### src/hdl/slkt_pkg.sv
`timescale 1ns / 1ps
// ----------------------------------------------------------------------------
// slkt_pkg
// Shared constants, codes and controller/datapath interface types for the
// sorted leaf key table.
// ----------------------------------------------------------------------------
package slkt_pkg;

    localparam int CAPACITY_DEF   = 16;
    localparam int VALUE_BITS_DEF = 64;

    localparam int OP_W   = 2;
    localparam int KEY_W  = 32;
    localparam int POS_W  = 5;
    localparam int VAL_W  = 64;
    localparam int IDX_W  = 5;
    localparam int CNT_W  = 5;
    localparam int STAT_W = 2;

    // input request layout
    localparam int IN_OP_LSB  = 0;
    localparam int IN_KEY_LSB = IN_OP_LSB + OP_W;
    localparam int IN_POS_LSB = IN_KEY_LSB + KEY_W;
    localparam int IN_VAL_LSB = IN_POS_LSB + POS_W;
    localparam int IN_USED_W  = IN_VAL_LSB + VAL_W;
    localparam int IN_TDATA_W = ((IN_USED_W + 7) / 8) * 8;

    // result layout
    localparam int OUT_IDX_LSB  = 0;
    localparam int OUT_HIT_LSB  = OUT_IDX_LSB + IDX_W;
    localparam int OUT_VAL_LSB  = OUT_HIT_LSB + 1;
    localparam int OUT_CNT_LSB  = OUT_VAL_LSB + VAL_W;
    localparam int OUT_STAT_LSB = OUT_CNT_LSB + CNT_W;
    localparam int OUT_USED_W   = OUT_STAT_LSB + STAT_W;
    localparam int OUT_TDATA_W  = ((OUT_USED_W + 7) / 8) * 8;

    localparam logic [OP_W-1:0] OP_FIND   = 2'd0;
    localparam logic [OP_W-1:0] OP_INSERT = 2'd1;
    localparam logic [OP_W-1:0] OP_UPDATE = 2'd2;

    localparam logic [STAT_W-1:0] ST_OK    = 2'd0;
    localparam logic [STAT_W-1:0] ST_FULL  = 2'd1;
    localparam logic [STAT_W-1:0] ST_RANGE = 2'd2;

    typedef struct packed {
        logic load;
        logic probe;
        logic step;
        logic shift_rd;
        logic shift_wr;
        logic ins_wr;
        logic upd_wr;
        logic publish;
    } t_cmd;

    typedef struct packed {
        logic is_find;
        logic is_insert;
        logic is_update;
        logic status_ok;
        logic lo_eq_hi;
        logic key_eq;
        logic ptr_gt_pos;
        logic out_free;
    } t_sts;

endpackage

### src/hdl/slkt_ram.sv
`timescale 1ns / 1ps
// ----------------------------------------------------------------------------
// slkt_ram
// Generic simple dual-port RAM, one write port, one registered read port.
// ----------------------------------------------------------------------------
module slkt_ram #(
    parameter int WIDTH = 32,
    parameter int DEPTH = 16
) (
    input  logic                     i_clk,
    input  logic                     i_we,
    input  logic [$clog2(DEPTH)-1:0] i_waddr,
    input  logic [WIDTH-1:0]         i_wdata,
    input  logic [$clog2(DEPTH)-1:0] i_raddr,
    output logic [WIDTH-1:0]         o_rdata
);

    logic [WIDTH-1:0] r_mem [DEPTH];
    logic [WIDTH-1:0] r_rdata;

    always_ff @(posedge i_clk) begin
        if (i_we) begin
            r_mem[i_waddr] <= i_wdata;
        end
        r_rdata <= r_mem[i_raddr];
    end

    assign o_rdata = r_rdata;

endmodule

### src/hdl/slkt_ctrl.sv
`timescale 1ns / 1ps
// ----------------------------------------------------------------------------
// slkt_ctrl
// Sequencer for find, insert and update requests: binary search probes,
// cell shifting for insert and result hand-off.
// ----------------------------------------------------------------------------
module slkt_ctrl (
    input  logic          i_clk,
    input  logic          i_rst_n,
    input  logic          i_in_valid,
    output logic          o_in_ready,
    input  slkt_pkg::t_sts i_sts,
    output slkt_pkg::t_cmd o_cmd
);

    typedef enum logic [2:0] {
        S_IDLE,
        S_DISPATCH,
        S_SRCH_CHK,
        S_SRCH_CMP,
        S_SH_CHK,
        S_SH_WR,
        S_RESP
    } t_state;

    t_state r_state;
    t_state n_state;

    always_comb begin
        n_state = r_state;
        o_cmd   = '0;
        unique case (r_state)
            S_IDLE: begin
                if (i_in_valid) begin
                    o_cmd.load = 1'b1;
                    n_state    = S_DISPATCH;
                end
            end
            S_DISPATCH: begin
                priority if (i_sts.is_find) begin
                    n_state = S_SRCH_CHK;
                end else if (i_sts.is_insert && i_sts.status_ok) begin
                    n_state = S_SH_CHK;
                end else if (i_sts.is_update && i_sts.status_ok) begin
                    o_cmd.upd_wr = 1'b1;
                    n_state      = S_RESP;
                end else begin
                    n_state = S_RESP;
                end
            end
            S_SRCH_CHK: begin
                if (i_sts.lo_eq_hi) begin
                    n_state = S_RESP;
                end else begin
                    o_cmd.probe = 1'b1;
                    n_state     = S_SRCH_CMP;
                end
            end
            S_SRCH_CMP: begin
                o_cmd.step = 1'b1;
                n_state    = i_sts.key_eq ? S_RESP : S_SRCH_CHK;
            end
            S_SH_CHK: begin
                if (i_sts.ptr_gt_pos) begin
                    o_cmd.shift_rd = 1'b1;
                    n_state        = S_SH_WR;
                end else begin
                    o_cmd.ins_wr = 1'b1;
                    n_state      = S_RESP;
                end
            end
            S_SH_WR: begin
                o_cmd.shift_wr = 1'b1;
                n_state        = S_SH_CHK;
            end
            S_RESP: begin
                if (i_sts.out_free) begin
                    o_cmd.publish = 1'b1;
                    n_state       = S_IDLE;
                end
            end
            default: begin
                n_state = S_IDLE;
            end
        endcase
    end

    always_ff @(posedge i_clk) begin
        if (!i_rst_n) begin
            r_state <= S_IDLE;
        end else begin
            r_state <= n_state;
        end
    end

    assign o_in_ready = (r_state == S_IDLE);

endmodule

### src/hdl/slkt_datapath.sv
`timescale 1ns / 1ps
// ----------------------------------------------------------------------------
// slkt_datapath
// Key and value cell memories, search bounds, shift pointer, cell count
// and the result register.
// ----------------------------------------------------------------------------
module slkt_datapath #(
    parameter int VALUE_BITS = slkt_pkg::VALUE_BITS_DEF
) (
    input  logic                         i_clk,
    input  logic                         i_rst_n,
    input  slkt_pkg::t_cmd               i_cmd,
    output slkt_pkg::t_sts               o_sts,
    input  logic [slkt_pkg::OP_W-1:0]    i_op,
    input  logic [slkt_pkg::KEY_W-1:0]   i_key,
    input  logic [slkt_pkg::POS_W-1:0]   i_pos,
    input  logic [slkt_pkg::VAL_W-1:0]   i_val,
    input  logic                         i_out_ready,
    output logic                         o_out_valid,
    output logic [slkt_pkg::IDX_W-1:0]   o_index,
    output logic                         o_hit,
    output logic [slkt_pkg::VAL_W-1:0]   o_read_value,
    output logic [slkt_pkg::CNT_W-1:0]   o_cell_count,
    output logic [slkt_pkg::STAT_W-1:0]  o_status
);

    localparam int CAPACITY = slkt_pkg::CAPACITY_DEF;
    localparam int CW = $clog2(CAPACITY + 1);
    localparam int AW = $clog2(CAPACITY);
    localparam int MW = (CW > slkt_pkg::POS_W) ? CW : slkt_pkg::POS_W;

    // request
    logic [slkt_pkg::OP_W-1:0]   r_op;
    logic [slkt_pkg::KEY_W-1:0]  r_key;
    logic [slkt_pkg::POS_W-1:0]  r_pos;
    logic [VALUE_BITS-1:0]       r_val;
    logic [slkt_pkg::STAT_W-1:0] r_status;
    logic [slkt_pkg::OP_W-1:0]   n_op;
    logic [slkt_pkg::KEY_W-1:0]  n_key;
    logic [slkt_pkg::POS_W-1:0]  n_pos;
    logic [VALUE_BITS-1:0]       n_val;
    logic [slkt_pkg::STAT_W-1:0] n_status;

    // search and shift
    logic [CW-1:0]         r_lo, r_hi, r_ptr, r_cnt;
    logic [CW-1:0]         n_lo, n_hi, n_ptr, n_cnt;
    logic [AW-1:0]         r_mid, n_mid;
    logic                  r_hit, n_hit;
    logic [VALUE_BITS-1:0] r_rval, n_rval;

    // result register
    logic                         r_o_valid, n_o_valid;
    logic [slkt_pkg::IDX_W-1:0]   r_o_index, n_o_index;
    logic                         r_o_hit, n_o_hit;
    logic [slkt_pkg::VAL_W-1:0]   r_o_rval, n_o_rval;
    logic [slkt_pkg::CNT_W-1:0]   r_o_cnt, n_o_cnt;
    logic [slkt_pkg::STAT_W-1:0]  r_o_status, n_o_status;

    logic [CW:0]                  bound_sum;
    logic [AW-1:0]                mid_c;
    logic [AW-1:0]                raddr;
    logic [AW-1:0]                waddr;
    logic                         we;
    logic [slkt_pkg::KEY_W-1:0]   key_wdata, key_rdata;
    logic [VALUE_BITS-1:0]        val_wdata, val_rdata;
    logic [slkt_pkg::STAT_W-1:0]  load_status;

    assign bound_sum = {1'b0, r_lo} + {1'b0, r_hi};
    assign mid_c     = AW'(bound_sum >> 1);

    always_comb begin
        raddr = mid_c;
        if (i_cmd.shift_rd) begin
            raddr = AW'(r_ptr - CW'(1));
        end
    end

    always_comb begin
        we        = i_cmd.shift_wr | i_cmd.ins_wr | i_cmd.upd_wr;
        waddr     = AW'(r_pos);
        key_wdata = r_key;
        val_wdata = r_val;
        if (i_cmd.shift_wr) begin
            waddr     = AW'(r_ptr);
            key_wdata = key_rdata;
            val_wdata = val_rdata;
        end
    end

    slkt_ram #(
        .WIDTH (slkt_pkg::KEY_W),
        .DEPTH (CAPACITY)
    ) u_key_ram (
        .i_clk   (i_clk),
        .i_we    (we),
        .i_waddr (waddr),
        .i_wdata (key_wdata),
        .i_raddr (raddr),
        .o_rdata (key_rdata)
    );

    slkt_ram #(
        .WIDTH (VALUE_BITS),
        .DEPTH (CAPACITY)
    ) u_val_ram (
        .i_clk   (i_clk),
        .i_we    (we),
        .i_waddr (waddr),
        .i_wdata (val_wdata),
        .i_raddr (raddr),
        .o_rdata (val_rdata)
    );

    // status decided against the count before the request
    always_comb begin
        load_status = slkt_pkg::ST_OK;
        if (i_op == slkt_pkg::OP_INSERT) begin
            if (r_cnt >= CW'(CAPACITY)) begin
                load_status = slkt_pkg::ST_FULL;
            end else if (MW'(i_pos) > MW'(r_cnt)) begin
                load_status = slkt_pkg::ST_RANGE;
            end
        end else if (i_op == slkt_pkg::OP_UPDATE) begin
            if (MW'(i_pos) >= MW'(r_cnt)) begin
                load_status = slkt_pkg::ST_RANGE;
            end
        end
    end

    always_comb begin
        n_op       = r_op;
        n_key      = r_key;
        n_pos      = r_pos;
        n_val      = r_val;
        n_status   = r_status;
        n_lo       = r_lo;
        n_hi       = r_hi;
        n_ptr      = r_ptr;
        n_cnt      = r_cnt;
        n_mid      = r_mid;
        n_hit      = r_hit;
        n_rval     = r_rval;
        n_o_valid  = r_o_valid;
        n_o_index  = r_o_index;
        n_o_hit    = r_o_hit;
        n_o_rval   = r_o_rval;
        n_o_cnt    = r_o_cnt;
        n_o_status = r_o_status;

        if (i_cmd.load) begin
            n_op     = i_op;
            n_key    = i_key;
            n_pos    = i_pos;
            n_val    = i_val[VALUE_BITS-1:0];
            n_status = load_status;
            n_lo     = '0;
            n_hi     = r_cnt;
            n_ptr    = r_cnt;
            n_hit    = 1'b0;
        end
        if (i_cmd.probe) begin
            n_mid = mid_c;
        end
        if (i_cmd.step) begin
            if (key_rdata == r_key) begin
                n_hit  = 1'b1;
                n_rval = val_rdata;
            end else if (r_key < key_rdata) begin
                n_hi = CW'(r_mid);
            end else begin
                n_lo = CW'(r_mid) + CW'(1);
            end
        end
        if (i_cmd.shift_wr) begin
            n_ptr = r_ptr - CW'(1);
        end
        if (i_cmd.ins_wr) begin
            n_cnt = r_cnt + CW'(1);
        end

        if (i_cmd.publish) begin
            n_o_valid  = 1'b1;
            n_o_index  = r_pos;
            n_o_hit    = 1'b0;
            n_o_rval   = '0;
            n_o_cnt    = slkt_pkg::CNT_W'(r_cnt);
            n_o_status = r_status;
            if (r_op == slkt_pkg::OP_FIND) begin
                n_o_hit = r_hit;
                if (r_hit) begin
                    n_o_index = slkt_pkg::IDX_W'(r_mid);
                    n_o_rval  = slkt_pkg::VAL_W'(r_rval);
                end else begin
                    n_o_index = slkt_pkg::IDX_W'(r_lo);
                end
            end
        end else if (i_out_ready) begin
            n_o_valid = 1'b0;
        end
    end

    always_ff @(posedge i_clk) begin
        if (!i_rst_n) begin
            r_cnt     <= '0;
            r_o_valid <= 1'b0;
        end else begin
            r_cnt     <= n_cnt;
            r_o_valid <= n_o_valid;
        end
    end

    always_ff @(posedge i_clk) begin
        r_op       <= n_op;
        r_key      <= n_key;
        r_pos      <= n_pos;
        r_val      <= n_val;
        r_status   <= n_status;
        r_lo       <= n_lo;
        r_hi       <= n_hi;
        r_ptr      <= n_ptr;
        r_mid      <= n_mid;
        r_hit      <= n_hit;
        r_rval     <= n_rval;
        r_o_index  <= n_o_index;
        r_o_hit    <= n_o_hit;
        r_o_rval   <= n_o_rval;
        r_o_cnt    <= n_o_cnt;
        r_o_status <= n_o_status;
    end

    assign o_sts.is_find    = (r_op == slkt_pkg::OP_FIND);
    assign o_sts.is_insert  = (r_op == slkt_pkg::OP_INSERT);
    assign o_sts.is_update  = (r_op == slkt_pkg::OP_UPDATE);
    assign o_sts.status_ok  = (r_status == slkt_pkg::ST_OK);
    assign o_sts.lo_eq_hi   = (r_lo == r_hi);
    assign o_sts.key_eq     = (key_rdata == r_key);
    assign o_sts.ptr_gt_pos = (MW'(r_ptr) > MW'(r_pos));
    assign o_sts.out_free   = !r_o_valid || i_out_ready;

    assign o_out_valid  = r_o_valid;
    assign o_index      = r_o_index;
    assign o_hit        = r_o_hit;
    assign o_read_value = r_o_rval;
    assign o_cell_count = r_o_cnt;
    assign o_status     = r_o_status;

endmodule

### src/hdl/sorted_leaf_key_table_unit.sv
`timescale 1ns / 1ps
// ----------------------------------------------------------------------------
// sorted_leaf_key_table_unit
// One sorted leaf of key/value cells with find, insert and update requests.
// ----------------------------------------------------------------------------
// One request is worked at a time; the result sits in an output register so
// the next request is taken while it waits, and a second finished result holds
// the controller until that register frees. Keys and values live in two RAMs
// with a registered read port. Find makes at most ceil(log2(count + 1))
// binary search probes, each one RAM read and one compare. Insert moves each
// cell from the position upward by one read and one write, then writes the
// new cell. Update writes its cell directly; unused ops and refused requests
// go straight to the result.
// There is no clearing pass after reset: cells are only read below the cell
// count.
module sorted_leaf_key_table_unit #(
    parameter int VALUE_BITS = slkt_pkg::VALUE_BITS_DEF
) (
    input  logic                               i_clk,
    input  logic                               i_rst_n,
    input  logic                               s_axis_tvalid,
    output logic                               s_axis_tready,
    // op, key, position, value, zero pad
    input  logic [slkt_pkg::IN_TDATA_W-1:0]    s_axis_tdata,
    output logic                               m_axis_tvalid,
    input  logic                               m_axis_tready,
    // index, hit, read_value, cell_count, status, zero pad
    output logic [slkt_pkg::OUT_TDATA_W-1:0]   m_axis_tdata
);

    slkt_pkg::t_cmd cmd;
    slkt_pkg::t_sts sts;

    logic [slkt_pkg::IDX_W-1:0]  out_index;
    logic                        out_hit;
    logic [slkt_pkg::VAL_W-1:0]  out_rval;
    logic [slkt_pkg::CNT_W-1:0]  out_cnt;
    logic [slkt_pkg::STAT_W-1:0] out_status;

    slkt_ctrl u_ctrl (
        .i_clk      (i_clk),
        .i_rst_n    (i_rst_n),
        .i_in_valid (s_axis_tvalid),
        .o_in_ready (s_axis_tready),
        .i_sts      (sts),
        .o_cmd      (cmd)
    );

    slkt_datapath #(
        .VALUE_BITS (VALUE_BITS)
    ) u_datapath (
        .i_clk        (i_clk),
        .i_rst_n      (i_rst_n),
        .i_cmd        (cmd),
        .o_sts        (sts),
        .i_op         (s_axis_tdata[slkt_pkg::IN_OP_LSB +: slkt_pkg::OP_W]),
        .i_key        (s_axis_tdata[slkt_pkg::IN_KEY_LSB +: slkt_pkg::KEY_W]),
        .i_pos        (s_axis_tdata[slkt_pkg::IN_POS_LSB +: slkt_pkg::POS_W]),
        .i_val        (s_axis_tdata[slkt_pkg::IN_VAL_LSB +: slkt_pkg::VAL_W]),
        .i_out_ready  (m_axis_tready),
        .o_out_valid  (m_axis_tvalid),
        .o_index      (out_index),
        .o_hit        (out_hit),
        .o_read_value (out_rval),
        .o_cell_count (out_cnt),
        .o_status     (out_status)
    );

    always_comb begin
        m_axis_tdata = '0;
        m_axis_tdata[slkt_pkg::OUT_IDX_LSB +: slkt_pkg::IDX_W]   = out_index;
        m_axis_tdata[slkt_pkg::OUT_HIT_LSB]                      = out_hit;
        m_axis_tdata[slkt_pkg::OUT_VAL_LSB +: slkt_pkg::VAL_W]   = out_rval;
        m_axis_tdata[slkt_pkg::OUT_CNT_LSB +: slkt_pkg::CNT_W]   = out_cnt;
        m_axis_tdata[slkt_pkg::OUT_STAT_LSB +: slkt_pkg::STAT_W] = out_status;
    end

endmodule
### config.mk
export PLATFORM = sky130hd
export DESIGN_NAME = sorted_leaf_key_table_unit
export DESIGN_NICKNAME = d
export VERILOG_FILES = /design/src/hdl/slkt_pkg.sv /design/src/hdl/slkt_ram.sv /design/src/hdl/slkt_ctrl.sv /design/src/hdl/slkt_datapath.sv /design/src/hdl/sorted_leaf_key_table_unit.sv
export SDC_FILE = /design/constraint.sdc
export NUM_CORES = 2
export LEC_CHECK = 0
export BUFFER_PORTS_ARGS = -buffer_cell sky130_fd_sc_hd__buf_2
export CORE_MARGIN = 5
export CORE_UTILIZATION = 60
export CTS_BUF_LIST = sky130_fd_sc_hd__clkbuf_4
export DETAILED_ROUTE_END_ITERATION = 10
export GPL_TIMING_DRIVEN = 0
export MAX_ROUTING_LAYER = met4
export PLACE_DENSITY = 0.74
export SLEW_MARGIN = 20
export SYNTH_ARGS = -nofsm -noshare
export SYNTH_HDL_FRONTEND = slang
export SYNTH_HIERARCHICAL = 1
export SYNTH_SLANG_ARGS = --single-unit
### constraint.sdc
create_clock -name i_clk -period 11.15 [get_ports i_clk]
set_clock_uncertainty 0.15 [all_clocks]
set_input_delay 2.23 -clock i_clk [delete_from_list [all_inputs] [get_ports i_clk]]
set_output_delay 2.23 -clock i_clk [all_outputs]
set_load 0.02 [all_outputs]
==> results.json <==
{
  "async_flop_share_pct": 0,
  "dr.pass1.iters": 6,
  "cp-end-kind": "flip-flop",
  "fin_setup_tns_ps": 0,
  "grt_setup_unrepaired": "false",
  "clk_latency_ps": 1300,
  "die_y_um": 354.7,
  "final_common_cell": "edfxtp_1",
  "yosys.area.top_type": "edfxtp_1",
  "num-fill-cells": 7077,
  "peakVddDrop_mv": 0.1831,
  "synth_top_area_share_pct": 75.43,
  "final.period_utilization_pct": 51.56,
  "dp_hpwl_um": 104400,
  "clkSinkCount": 1907,
  "fmax_mhz": 173.9,
  "slowest_delay_ps": 890,
  "dieArea_um2": 125800,
  "syn_area_um2": 71300,
  "crit_path_cell_trace": "inv_1, ha_1, nor2b_1, o21a_1, o21ai_0, nand2b_1, a21oi_1, a31oi_1, nand2_1, nor3_1, inv_1, o21ai_1, buf_2, clkbuf_1, mux4_2, a22oi_1, nand2_1",
  "vias": 37110,
  "slowest_stage": "o21ai_1",
  "cts_root_buffer": "clkbuf_4",
  "ys.flop_type": "edfxtp_1",
  "hold_end": "u_datapath/r_rval[5]",
  "path_buf_inv": 4,
  "grt_max_degree": 42,
  "rows": 126,
  "antenna_left": 0,
  "drt_wl_total_um": 164600,
  "cts_tree": "yes",
  "maxCapViolations": 0,
  "rr_worst_depth": 17,
  "synth-seq-area-share_pct": 78.68,
  "final_cells": 5986,
  "cp.required_ps": 12110,
  "grt_pass1_vias": 37750,
  "numCtsBuffers": 467,
  "p_per_area_nw_per_um2": 256.7,
  "areaGrowthSynthToFinish_pct": 15.72,
  "synth_area_leaders": "edfxtp_1, mux4_2, dfxtp_1, a22oi_1, mux2_2",
  "power.leakage_uw": 0.02745,
  "coreArea_um2": 118100,
  "avgRoutedWirePerCell_um": 27.49,
  "critPathMaxFanout": 10,
  "die_x_um": 354.7,
  "cp-start-kind": "flip-flop",
  "track_usage_pct": 27.14,
  "r2r_end": "u_datapath/u_val_ram/o_rdata[14]",
  "clk_pin_slew_ps": 70,
  "hold_depth": 0,
  "gp_congestion": 0.8098,
  "reg2reg_slack_ps": 5400,
  "io_pins": 190,
  "maxSlewViolCount": 0,
  "drive_above_1_share_pct": 36.87,
  "timing.rr.start": "u_datapath/r_pos[1]",
  "clk_path_buf_depth": 4,
  "finalNetCount": 4213,
  "yosys_warnings": 6,
  "grt_antenna_before_repair": 6,
  "min_period_ps": 5749,
  "run_status": "finished clean",
  "start_util_pct": 60.39,
  "place_inst": 5120,
  "drc_errors": 0,
  "cts_resized": 0,
  "syn_avg_cell_area_um2": 21.85,
  "ys_types": 56,
  "cts_setup_buffers": 0,
  "min-delay-start": "u_datapath/u_val_ram/o_rdata[5]",
  "tightest_slew_ps": 1240,
  "via_per_inst": 6.200,
  "slew_headroom_pct": 17.31,
  "crit_type": "reg -> reg",
  "synthCells": 3264,
  "grt_pass1_wl_um": 242800,
  "holdBufCountCts": 0,
  "first_iter_violations": 4994,
  "port_buffers": 185,
  "overflow": 0,
  "hp-class": "reg -> reg",
  "final_cell_mix": "edfxtp_1, clkbuf_4, mux4_2",
  "setup_viol_count_final": 0,
  "ys_ff_latch": 1907,
  "synth_edf_count": 1791,
  "hold_viol": 0,
  "cp_data_arrival_time_ps": 6710,
  "crit_family": "buffers and inverters",
  "htree_levels": 5
}
[cell type report]
cell class              instances  area, µm²  share of cell area (%)
flip-flops and latches       1907      56100                   68.00
plain buffers                 163      820.8                  0.9948
multi-input cells            1142      14420                   17.48
diodes                         10      25.02                 0.03033
repair buffers                319       3069                   3.720
clock inverters               156      698.2                  0.8462
inverters                      54      202.7                  0.2457
clock buffers                 699       5248                   6.360
well taps                    1536       1922                   2.329
[metal layers]
metal,GRT usage (%),vias up,routed length [µm]
li1,-,15510,-
met1,38.82,19080,65370
met2,40.19,2219,78160
met3,5.775,306,17150
met4,8.682,0,3899
met5,-,-,0
[logic make-up (layout without fill, tap and decap cells)]
group	after synthesis	after routing	share of synthesized area, %
multiplexers	499	499	13.93
flip-flops	1907	1907	78.68
XOR/XNOR	13	13	0.1597
adder cells (fa/ha/maj)	51	51	0.9055
AND/OR/NAND/NOR	321	321	2.274
buffers and inverters	217	1391	1.434
other	1	13	0.005259
AO/OA/AOI/OAI	255	255	2.606
[worst max path at each step]
stage	depth (start not counted)	to	slack, ps	start
floorplan	2	u_datapath/o_cell_count[0]	2390	m_axis_tready
global placement	10	u_datapath/u_val_ram/r_mem[8][30]	-3360	u_ctrl/r_state[0]
detailed placement	13	u_datapath/u_val_ram/r_mem[3][27]	5120	u_ctrl/r_state[0]
CTS	12	u_datapath/u_val_ram/r_mem[11][24]	5120	u_ctrl/r_state[2]
global route	17	u_datapath/u_val_ram/o_rdata[15]	5250	u_datapath/r_pos[1]
finish	17	u_datapath/u_val_ram/o_rdata[14]	5400	u_datapath/r_pos[1]
[registers in the layout, indices dropped and copies added, names as in the netlist, 2 cells and up]
register / flops
u_datapath/u_val_ram/r_mem: 1024
u_datapath/u_key_ram/r_mem: 512
u_datapath/o_read_value: 64
u_datapath/r_rval: 64
u_datapath/r_val: 64
u_datapath/u_val_ram/o_rdata: 64
u_datapath/r_key: 32
u_datapath/u_key_ram/o_rdata: 32
u_datapath/o_cell_count: 5
u_datapath/o_index: 5
u_datapath/r_cnt: 5
u_datapath/r_hi: 5
u_datapath/r_lo: 5
u_datapath/r_pos: 5
u_datapath/r_ptr: 5
u_datapath/r_mid: 4
u_ctrl/r_state: 3
u_datapath/o_status: 2
u_datapath/r_op: 2
u_datapath/r_status: 2
[cells in the mapped netlist, types with 3 or more instances]
master / n
edfxtp_1: 1791
mux4_2: 384
a22oi_1: 192
nand2_1: 117
dfxtp_1: 116
mux2_2: 103
clkbuf_1: 79
and3_1: 65
inv_1: 54
ha_1: 50
nor2_1: 48
buf_1: 28
a21oi_1: 27
buf_2: 22
buf_4: 20
buf_6: 14
nand2b_1: 14
o21ai_0: 14
nor3_1: 13
nand3_1: 11
mux2i_1: 10
nor2b_1: 10
and2_1: 9
xnor2_1: 9
nand4_1: 8
nand3b_1: 6
a211oi_1: 5
nor3b_1: 5
a21o_1: 4
xor2_1: 4
nor4b_2: 3
[per-stage QoR]
stage / power (µW) / instance area (µm²) / setup WS, ps / util (%) / hold WS [ps]
6_report: 21180 / 82510 / 5401 / 69.88 / 265.7
5_1_grt: 22200 / 82510 / 5251 / 69.87 / 238.8
4_1_cts: 21310 / 82470 / 5117 / 69.84 / 213.5
3_5_place_dp: 15680 / 76520 / 5116 / 64.81 / 262.5
3_3_place_gp: 15490 / 74160 / -3361 / 62.80 / 255.3
2_1_floorplan: 13630 / 71310 / 2393 / - / 252.7
[worst register-to-register path, stage by stage (launching register included)]
cell and delay [ps]:
edfxtp_1 420, inv_1 100, ha_1 300, nor2b_1 130
o21a_1 120, o21ai_0 70, nand2b_1 70, a21oi_1 60
a31oi_1 250, nand2_1 90, nor3_1 620, inv_1 210
o21ai_1 890, buf_2 550, clkbuf_1 800, mux4_2 430
a22oi_1 250, nand2_1 100
[power by group]
group / internal, µW / total [µW] / switching, µW / leakage (µW)
sequential: 9020 / 9290 / 274 / 0.0171
clock: 2940 / 5600 / 2670 / 0.00355
combinational: 2590 / 6290 / 3700 / 0.00679
total: 14500 / 21200 / 6640 / 0.0275
Power figures use the tool's default switching activity.
